<file path="config.mk">
export PLATFORM = sky130hd
export DESIGN_NAME = lob_cell
export DESIGN_NICKNAME = d
export VERILOG_FILES = /design/src/rtl/lob_pkg.sv /design/src/rtl/lob_cell.sv
export SDC_FILE = /design/constraint.sdc
export NUM_CORES = 1
export LEC_CHECK = 0
export BUFFER_PORTS_ARGS = -buffer_cell sky130_fd_sc_hd__clkbuf_2
export CORE_AREA = 5 5 311 313
export DETAILED_ROUTE_END_ITERATION = 8
export DIE_AREA = 0 0 316 318
export MAX_ROUTING_LAYER = met4
export PLACE_DENSITY = 0.52
export REMOVE_ABC_BUFFERS = 1
export SYNTH_ARGS = -nofsm -noshare
export SYNTH_HDL_FRONTEND = slang
export SYNTH_SLANG_ARGS = --single-unit
export TNS_END_PERCENT = 5
</file>
<file path="constraint.sdc">
create_clock -name i_clk -period 5.05 [get_ports i_clk]
set_clock_uncertainty 0.15 [all_clocks]
set_input_delay 0.2525 -clock i_clk [delete_from_list [all_inputs] [get_ports i_clk]]
set_output_delay 0.2525 -clock i_clk [all_outputs]
set_load 0.005 [all_outputs]
</file>
<file path="src/rtl/lob_pkg.sv">
// shared types, constants and codes of the limit order book matcher
package lob_pkg;

    localparam int BOOK_SLOTS = 64;
    localparam int PRICE_BITS = 16;
    localparam int QTY_BITS   = 24;
    localparam int ID_BITS    = 32;
    localparam int AGE_BITS   = 32;
    localparam int FILL_CAP   = 63;
    localparam int IDX_BITS   = (BOOK_SLOTS > 1) ? $clog2(BOOK_SLOTS) : 1;
    localparam int CNT_BITS   = IDX_BITS;
    localparam int FILL_BITS  = $clog2(FILL_CAP + 1);

    typedef logic [PRICE_BITS-1:0] t_price;
    typedef logic [QTY_BITS-1:0]   t_qty;
    typedef logic [ID_BITS-1:0]    t_id;
    typedef logic [AGE_BITS-1:0]   t_age;
    typedef logic [IDX_BITS-1:0]   t_idx;
    typedef logic [FILL_BITS-1:0]  t_fills;

    localparam logic [1:0] REQ_LIMIT  = 2'd0;
    localparam logic [1:0] REQ_MARKET = 2'd1;
    localparam logic [1:0] REQ_CANCEL = 2'd2;
    localparam logic [1:0] REQ_UNUSED = 2'd3;

    localparam logic SIDE_BUY  = 1'b0;
    localparam logic SIDE_SELL = 1'b1;

    localparam logic [1:0] STAT_OK        = 2'd0;
    localparam logic [1:0] STAT_NOT_FOUND = 2'd1;
    localparam logic [1:0] STAT_DROPPED   = 2'd2;

    typedef enum logic [2:0] {
        ST_IDLE,
        ST_SCAN,
        ST_EVAL,
        ST_EMIT_FILL,
        ST_EMIT_SUM
    } t_state;

    typedef enum logic [1:0] {
        PH_MATCH,
        PH_CANCEL,
        PH_SUM
    } t_phase;

    // best resting order of one side, plus shares resting at its price
    typedef struct packed {
        logic   found;
        t_price price;
        t_age   age;
        t_idx   idx;
        t_qty   qty;
        t_id    owner;
        t_qty   sum;
    } t_best;

    // running scan result handed from cell to cell
    typedef struct packed {
        t_best bid;
        t_best ask;
        logic  free_found;
        t_idx  free_idx;
        logic  cxl_found;
        t_age  cxl_age;
        t_idx  cxl_idx;
    } t_carry;

    // slot write command from the sequencer
    typedef struct packed {
        logic   en;
        t_idx   idx;
        logic   load;
        logic   clr;
        logic   side;
        t_price price;
        t_qty   qty;
        t_id    owner;
        t_age   arrival;
    } t_slot_wr;

    typedef struct packed {
        logic       fill_valid;
        t_id        resting_id;
        t_id        incoming_id;
        t_price     fill_price;
        t_qty       fill_qty;
        t_qty       matched_total;
        logic [1:0] status;
        t_price     best_bid_price;
        t_qty       best_bid_qty;
        t_price     best_ask_price;
        t_qty       best_ask_qty;
        logic       last_result;
    } t_res;

endpackage

</file>
<file path="src/rtl/lob_cell.sv">
// one book slot with its stage of the scan chain
module lob_cell (
    input  logic              i_clk,
    input  logic              i_rst_n,
    input  lob_pkg::t_idx     i_idx,
    input  lob_pkg::t_age     i_arrival,
    input  lob_pkg::t_id      i_cxl_id,
    input  lob_pkg::t_slot_wr i_wr,
    input  lob_pkg::t_carry   i_carry,
    output lob_pkg::t_carry   o_carry
);
    import lob_pkg::*;

    logic   r_valid;
    logic   r_side;
    t_price r_price;
    t_qty   r_qty;
    t_id    r_owner;
    t_age   r_arrival;
    t_carry r_carry;
    t_carry n_carry;
    t_age   w_age;

    function automatic t_best best_step(t_best b, logic s, t_price p, t_age a,
                                        t_idx ix, t_qty q, t_id ow);
        t_best           r;
        logic [QTY_BITS:0] sum;
        logic            take;
        r    = b;
        sum  = {1'b0, b.sum} + {1'b0, q};
        take = 1'b0;
        if (!b.found) begin
            take  = 1'b1;
            r.sum = q;
        end else if (p != b.price) begin
            // asks want lower, bids want higher
            take = s ? (p < b.price) : (p > b.price);
            if (take) begin
                r.sum = q;
            end
        end else begin
            r.sum = sum[QTY_BITS] ? '1 : sum[QTY_BITS-1:0];
            take  = a > b.age;
        end
        if (take) begin
            r.found = 1'b1;
            r.price = p;
            r.age   = a;
            r.idx   = ix;
            r.qty   = q;
            r.owner = ow;
        end
        return r;
    endfunction

    assign w_age = i_arrival - r_arrival;

    always_comb begin
        n_carry = i_carry;
        if (r_valid) begin
            if (r_side == SIDE_BUY) begin
                n_carry.bid = best_step(i_carry.bid, SIDE_BUY, r_price, w_age, i_idx,
                                        r_qty, r_owner);
            end else begin
                n_carry.ask = best_step(i_carry.ask, SIDE_SELL, r_price, w_age, i_idx,
                                        r_qty, r_owner);
            end
            if (r_owner == i_cxl_id && (!i_carry.cxl_found || w_age > i_carry.cxl_age)) begin
                n_carry.cxl_found = 1'b1;
                n_carry.cxl_age   = w_age;
                n_carry.cxl_idx   = i_idx;
            end
        end else if (!i_carry.free_found) begin
            n_carry.free_found = 1'b1;
            n_carry.free_idx   = i_idx;
        end
    end

    always_ff @(posedge i_clk) begin
        r_carry <= n_carry;
    end

    always_ff @(posedge i_clk) begin
        if (!i_rst_n) begin
            r_valid <= 1'b0;
        end else if (i_wr.en && i_wr.idx == i_idx) begin
            if (i_wr.load) begin
                r_valid <= 1'b1;
            end else if (i_wr.clr) begin
                r_valid <= 1'b0;
            end else begin
                r_valid <= i_wr.qty != '0;
            end
        end
    end

    always_ff @(posedge i_clk) begin
        if (i_wr.en && i_wr.idx == i_idx) begin
            if (i_wr.load) begin
                r_side    <= i_wr.side;
                r_price   <= i_wr.price;
                r_qty     <= i_wr.qty;
                r_owner   <= i_wr.owner;
                r_arrival <= i_wr.arrival;
            end else if (!i_wr.clr) begin
                r_qty <= i_wr.qty;
            end
        end
    end

    assign o_carry = r_carry;

endmodule

</file>
### Word-level counts from Yosys, hierarchy flattened

Cells that the tools add are included.

| storage, ports and cells | value |
|---|---|
| register bits | 422 |
| input bits | 502 |
| output and inout port bits | 316 |
| word-level logic and storage cells | 74 |

| operators by class | value |
|---|---|
| add/subtract/negate cells | 3 |
| $lt $le $gt $ge | 5 |
| equality and inequality tests | 5 |
| mux-type cells | 29 |
| reductions and logical operators | 7 |

Operators by type and width:

| kind | count |
|---|---|
| 135-bit 2-to-1 mux | 2 |
| 270-bit 2-to-1 mux | 1 |
| 24-bit 2-to-1 mux | 10 |
| 111-bit 2-to-1 mux | 2 |
| 32-bit greater-than comparator | 3 |
| 39-bit 2-to-1 mux | 2 |
| 24-bit by 24-bit adder with 25-bit output | 2 |
| 32-bit equality test | 1 |
| 16-bit != test | 2 |
| 32-bit subtractor | 1 |
| 24-bit nonzero test | 1 |
| 16-bit greater-than comparator | 1 |
| 16-bit < comparator | 1 |
| 1-bit 2-to-1 mux | 10 |
| 7-bit 2-to-1 mux | 1 |
| 6-bit equality test | 1 |
| 6-bit 2-to-1 mux | 1 |
| 2-bit AND reduction | 2 |
| 1-bit logical AND | 2 |
| 2-bit by 1-bit != test with 1-bit output, second input constant | 1 |
| 1-bit logical NOT | 1 |
| 1-bit logical OR | 1 |

### Depth between registers and ports, before layout

Gate-level depths: netlist of the first run.

| depth | value |
|---|---|
| depth in word-level cells | 9 |
| depth in mapped cells | 24 |
| depth with buffers taken out | 22 |

### Least setup slack after synthesis of the first run

Ideal clock, no wire load.

| path | value |
|---|---|
| kind | reg-to-reg |
| from | register r_arrival[0] |
| to | register r_carry, in the netlist o_carry[161] |
| arrival time | 4.770 ns |
| setup slack | 0.010 ns |
| stages on the path, launching flop included | 22 |
| path buffers | 2 |
| cell sequence | edfxtp_1 ha_1 inv_1 fa_1 a21o_1 a311o_2 a21oi_2 a21oi_2 a22o_1 a2111oi_2 nor3_1 xor2_1 ha_1 nand4_1 nor4_1 nand2_1 o2bb2ai_1 nor4_1 o41ai_2 buf_2 buf_2 mux2_2 |

RTL lines:

| element | line | text |
|---|---|---|
| start: declaration | lob_cell.sv:19 | `t_age r_arrival;` |
| start signal: assignment | lob_cell.sv:104 | `r_arrival <= i_wr.arrival;` |
| end signal: assignment | lob_cell.sv:80 | `r_carry <= n_carry;` |
| end: declaration | lob_cell.sv:20 | `t_carry r_carry;` |

==> results of run 1 <==
## worst max-delay path by stage
stage	startpoint	to	slack, ns	cells after the start
global placement	i_arrival[0]	o_carry[112]	-0.75	24
CTS	r_arrival[0]	o_carry[122]	-0.30	25
detailed placement	i_arrival[0]	o_carry[110]	-0.83	24
global route	r_arrival[0]	o_carry[103]	-0.63	25
floorplan	r_arrival[0]	o_carry[100]	-6.31	19
finish	r_arrival[0]	o_carry[120]	-0.40	25
## power groups by stage
| stage | Sequential, uW | Clock [uW] | Combinational (uW) |
|---|---|---|---|
| after CTS | 3670 | 3750 | 1890 |
| final | 3670 | 3650 | 1920 |
| after floorplan | 3740 | 0 | 685 |
| after detailed placement | 3740 | 0 | 1530 |
| after global routing | 3680 | 3890 | 2090 |
| after global placement | 3740 | 0 | 1530 |
## kinds of logic (layout without fill, tap and decap cells)
logic type      after synthesis  after routing
compound gates              530            530
xor+xnor                     99             99
fa+ha+maj                   210            210
buf+inv                     259           1750
flops                       422            422
mux                         202            202
other cells                   0              8
simple gates                441            441
## per-layer routing
metal  track usage [%]  vias to the layer above  part of all wire (%)
li1                  -                    10745                     -
met1              25.7                    10702                    43
met2              35.0                      838                    48
met3              3.67                      138                   6.1
met4              5.66                        0                   2.8
met5                 -                        -                     0
## final cells by class
cell class                 instances  area [sq um]
antenna                            8          20.0
fill                            9268         57900
inverter                         187           702
tap                             1265          1580
timing repair buffer            1468         10600
sequential                       422          9500
clock buffer                      70          1420
multi-input combinational       1482         12000
clock inverter                    25           211
## flip-flops by register name (all words and copies together), names as in the netlist
register   cells
o_carry      316
r_arrival     32
r_owner       32
r_qty         24
r_price       16
r_side         1
r_valid        1
## repair_timing
action	CTS	global route
buffers inserted	23	3
endpoints found under the setup margin	258	258
cloned	7	1
resized for setup	154	80
hold buffers	437	0
endpoints found under the hold margin	421	0
pin swaps	32	7
## metrics by stage
stage	instance area, sq um	setup slack (ns)	hold slack [ns]	std cells	TNS, ns
floorplan	21400	-6.31	0.192	2091	-1267.30
finish	36100	-0.396	0.0978	4927	-41.58
global placement	28700	-0.747	0.280	4354	-149.96
detailed placement	28700	-0.826	0.281	4354	-170.10
CTS	35700	-0.302	0.0597	4915	-38.16
global route	36100	-0.629	0.0722	4927	-104.64
## placed cells by master (no fill, tap or decap), drive strengths merged, types with 25 or more instances in the layout
master / n
xnor2: 57
buf: 213
nand2: 165
nor3: 27
nor2: 83
xor2: 42
edfxtp: 105
mux2: 190
ha: 207
inv: 193
o21ai: 153
nand4: 42
a21o: 53
a21oi: 152
dfxtp: 317
nand3: 33
dlygate4sd3: 437
o22ai: 32
clkbuf: 888
nand2b: 25
## critical path, delay by kind of cell, from the launching register on
family          cells  cell delay, ns
compound gates      9            1.85
buf+inv             7            0.95
fa+ha+maj           3            0.86
simple gates        4            0.69
flops               1            0.34
mux                 1            0.30
xor+xnor            1            0.17
==> flow_metrics.tcl, run 1 <==
set metrics [dict create \
    status "finished, violations left" \
    violations "negative setup slack" \
    worstHoldPathType "primary input to flip-flop" \
    hold_start "i_wr[105]" \
    setup_viol 211 \
    synth_edf_count 105 \
    setup_slack_ns -0.396 \
    vias_per_cell 4.55 \
    yosys.area.top_type_share_pct 29.2 \
    synthMuxAreaShare_pct 10.4 \
    overflow 0 \
    cts_tree "done" \
    yosys.area.top_type "dfxtp_1" \
    p_comb_share_pct 20.8 \
    synth_top_family_by_area "compound AO/OA/AOI/OAI gates" \
    synth_most_common_cell "dfxtp_1" \
    critPathCaptureType "flip-flop" \
    wl_per_cell_um 21.8 \
    area_delta_synth_final_pct 65.8 \
    std_cell_rows 113 \
    dieHeight_um 318 \
    synth-compound-area-share_pct 15.2 \
    rsz0062_at_grt "yes" \
    cts_sinks 422 \
    power.switching_uw 2550 \
    drive_gt1_share_pct 37.4 \
    switching_share_pct 27.6 \
    syn_inst 2163 \
    synth-xor-area-share_pct 4.02 \
    ant_nets 0 \
    avgSynthCellArea_sq_um 10.1 \
    clkTransAtPathRegs_ns 0.07 \
    grt_pass1_wl_mm 153 \
    yosys_warnings 0 \
    ir_drop_mv 0.246 \
    core_sq_mm 0.0940 \
    max-cap-violations 0 \
    period_needed_ns 5.45 \
    htree_levels 2 \
    dpl.hpwl_mm 83.3 \
    drt_wl_total_mm 107 \
    pwr-share-seq_pct 39.7 \
    synth_area_leaders "dfxtp_1 29%, edfxtp_1 14%, ha_1 12%" \
    synth-simple-area-share_pct 9.79 \
    netlist_area_sq_mm 0.0218 \
    port_buffers 817 \
    yosys.area_share.adder_pct 12.2 \
    period_share_pct 108 \
    r2r_cells 25 \
    design.die.area_sq_mm 0.100 \
    critPathSlowestCell "a311o_2" \
    cts_inserted_buffers 51 \
    fmax_mhz 184 \
    r2r_end "o_carry[120]" \
    whs_endpoint "r_qty[9]" \
    grt_usage_pct 20.8 \
    reg2reg_from "r_arrival[0]" \
    async_reset_ff_share_pct 0 \
    critPathMaxStageDelay_ns 0.40 \
    rrSetupSlack_ns -0.40 \
    drc 0 \
    drt-pass1-iter-count 5 \
    finalMaxSlewViolations 0 \
    place.gp.congestion 0.912 \
    ioPinCount 818 \
    path_class "flip-flop to flip-flop" \
    p_int_uw 6690 \
    p_total_uw 9240 \
    arrival_ns 5.80 \
    die_w_um 316 \
    finalHoldViolCount 0 \
    initial_utilization_pct 23.2 \
    clkPwrFrac_pct 39.5 \
    cp_max_fo 6 \
    p_per_area_mw_per_mm2 256 \
    fin_nets 4324 \
    fin_util_pct 38.4 \
    ys_ff_latch 422 \
    grt_max_degree 53 \
    initialDrtViolationCount 1354 \
    max_slew_margin_pct 25.1 \
    worstMarginPinSlew_ns 1.12 \
    cts_buffer_depth 3 \
    synthFlopType "dfxtp_1" \
    clk_latency_ns 0.62 \
    synthTopCellsByCount "317 x dfxtp_1, 207 x ha_1, 186 x inv_1" \
    synth-seq-area-share_pct 43.6 \
    start_kind "flip-flop" \
    power.leakage_uw 0.0168 \
    antenna_found_initial 12 \
    holdPathStages 2 \
    yosys.cell_types.count 81 \
    crit_required_ns 5.40 \
    vias 22423 \
    grt_pass1_vias 23541 \
    cts-root-buf "clkbuf_16" \
]
Power figures use the tool's default switching activity.
==> run 2, diff against run 1 <==
--- a/config.mk
+++ b/config.mk
@@ -12,6 +12,7 @@
 export MAX_ROUTING_LAYER = met4
 export PLACE_DENSITY = 0.52
 export REMOVE_ABC_BUFFERS = 1
+export SKIP_CTS_REPAIR_TIMING = 1
 export SYNTH_ARGS = -nofsm -noshare
 export SYNTH_HDL_FRONTEND = slang
 export SYNTH_SLANG_ARGS = --single-unit
==> flow_metrics.tcl, run 2 (synthesized netlist as in run 1, its figures left out) <==
set metrics [dict create \
    status "finished, violations left" \
    violations "negative setup slack" \
    arrival_ns 5.72 \
    place_worst_setup_slack_ns -0.826 \
    grt_max_degree 76 \
    worstMarginPinSlew_ns 1.15 \
    drt-pass1-iter-count 5 \
    dieHeight_um 318 \
    area_delta_synth_final_pct 64.9 \
    critPathMaxStageDelay_ns 0.40 \
    mostFrequentLayoutCells "817 x clkbuf_2, 434 x dlygate4sd3_1, 317 x dfxtp_1" \
    cts_buffer_depth 3 \
    start_kind "flip-flop" \
    crit_family "compound AO/OA/AOI/OAI gates" \
    cts_inserted_buffers 51 \
    vias 22523 \
    crit_chain "ha_2 > inv_2 > fa_2 > a21o_1 > a311o_2 > a21oi_4 > a21oi_4 > a22o_4 > buf_6 > a21oi_4 > o31ai_2 > xor2_1 > ha_1 > nand4_1 > nor4_2 > buf_4 > nand2_4 > o2bb2ai_4 > nor4_4 > o41ai_4 > buf_6 > buf_16 > clkbuf_16 > mux2_2" \
    die_w_um 316 \
    max_slew_margin_pct 22.9 \
    p_per_area_mw_per_mm2 257 \
    pwr-share-seq_pct 39.8 \
    initialDrtViolationCount 1333 \
    design_area_sq_mm 0.0359 \
    period_share_pct 107 \
    crit_buf_inv 6 \
    cts_sinks 422 \
    power.switching_uw 2550 \
    clkTransAtPathRegs_ns 0.07 \
    max-cap-violations 0 \
    port_buffers 817 \
    switching_share_pct 27.6 \
    rsz0062_at_grt "yes" \
    period_needed_ns 5.38 \
    ir_drop_mv 0.245 \
    drt_wl_total_mm 108 \
    std_cell_rows 113 \
    place.gp.congestion 0.912 \
    setup_viol 255 \
    cts_tree "done" \
    fmax_mhz 186 \
    overflow 0 \
    worstHoldPathType "primary input to flip-flop" \
    htree_levels 2 \
    finalMaxSlewViolations 0 \
    critPathSlowestCell "a311o_2" \
    cts-root-buf "clkbuf_16" \
    grt_usage_pct 19.5 \
    design.die.area_sq_mm 0.100 \
    placed_area_sq_mm 0.0287 \
    grt_pass1_vias 20854 \
    power.leakage_uw 0.0167 \
    path_class "flip-flop to flip-flop" \
    use_met3_pct 4.36 \
    critPathCaptureType "flip-flop" \
    crit_required_ns 5.39 \
    ioPinCount 818 \
    drc 0 \
    grt.busiest_layer "met2" \
    p_int_uw 6680 \
    setup_slack_ns -0.329 \
    dpl.hpwl_mm 83.3 \
    fin_nets 4319 \
    ant_nets 0 \
    finalHoldViolCount 0 \
    cp_max_fo 7 \
    antenna_found_initial 13 \
    layout_commonest_cell "clkbuf_2" \
    clk_latency_ns 0.62 \
    crit_path_frequent_cell "a21oi_4" \
    globalRouteMet2Util_pct 32.4 \
    p_comb_share_pct 20.6 \
    grt_pass1_wl_mm 141 \
    met1_usage_pct 24.3 \
    largest_reg_flops 316 \
    vias_per_cell 4.57 \
    initial_utilization_pct 23.2 \
    drive_gt1_share_pct 37.4 \
    core_sq_mm 0.0940 \
    wl_per_cell_um 22.0 \
    clkPwrFrac_pct 39.6 \
]
run 2: cell types whose count changed in the layout (fill, tap and decap cells not counted), sizes merged:
cell / previous run / this run
diode: 8 / 11
dlygate4sd3: 437 / 434
buf: 213 / 199
clkbuf: 888 / 900
run 2: tightest hold or removal path, delay by kind of cell:
family	cells	cell delay [ns]
multiplexers	1	0.11
buffers and inverters	3	0.37
run 2: power groups by stage:
stage	sequential (uW)	clock [uW]	combinational, uW
after floorplan	3740	0	685
after global placement	3740	0	1530
after detailed placement	3740	0	1530
after CTS	3670	3750	1540
after global routing	3680	3890	2080
final	3670	3660	1900
run 2: through the flow:
| stage | total power (uW) | hold WS (ns) | setup TNS (ns) | std cells | utilization, % |
|---|---|---|---|---|---|
| after detailed placement | 5270 | 0.281 | -170.10 | 4354 | 30.5 |
| final | 9230 | 0.0319 | -47.40 | 4925 | 38.2 |
| after floorplan | 4430 | 0.192 | -1267.30 | 2091 | - |
| after global placement | 5270 | 0.280 | -149.96 | 4354 | 30.5 |
| after global routing | 9640 | 0.0101 | -104.11 | 4923 | 38.2 |
| after CTS | 8960 | -0.406 | -152.06 | 4449 | 32.2 |
run 2: worst paths after layout:
kind,slack (ns),start,cells past startpoint,endpoint
worst min register to register,0.40,r_price[0],1,o_carry[299]
worst max-delay path,-0.33,r_arrival[0],24,o_carry[108]
worst min-delay path,0.03,i_carry[6],4,o_carry[6]
worst max register to register,-0.33,r_arrival[0],24,o_carry[108]
run 2: layer usage:
metal  share of wire (%)  vias to the layer above
met2                  48                      902
met5                   0                        -
met4                 2.4                        0
met1                  43                    10711
met3                 6.5                      162
li1                    -                    10748
run 2: cell type report:
type / count / area (sq um)
multi-input combinational: 1482 / 11900
clock inverter: 25 / 211
fill: 9270 / 58100
inverter: 187 / 702
tap: 1265 / 1580
antenna: 11 / 27.5
timing repair buffer: 1463 / 10600
sequential: 422 / 9500
clock buffer: 70 / 1420
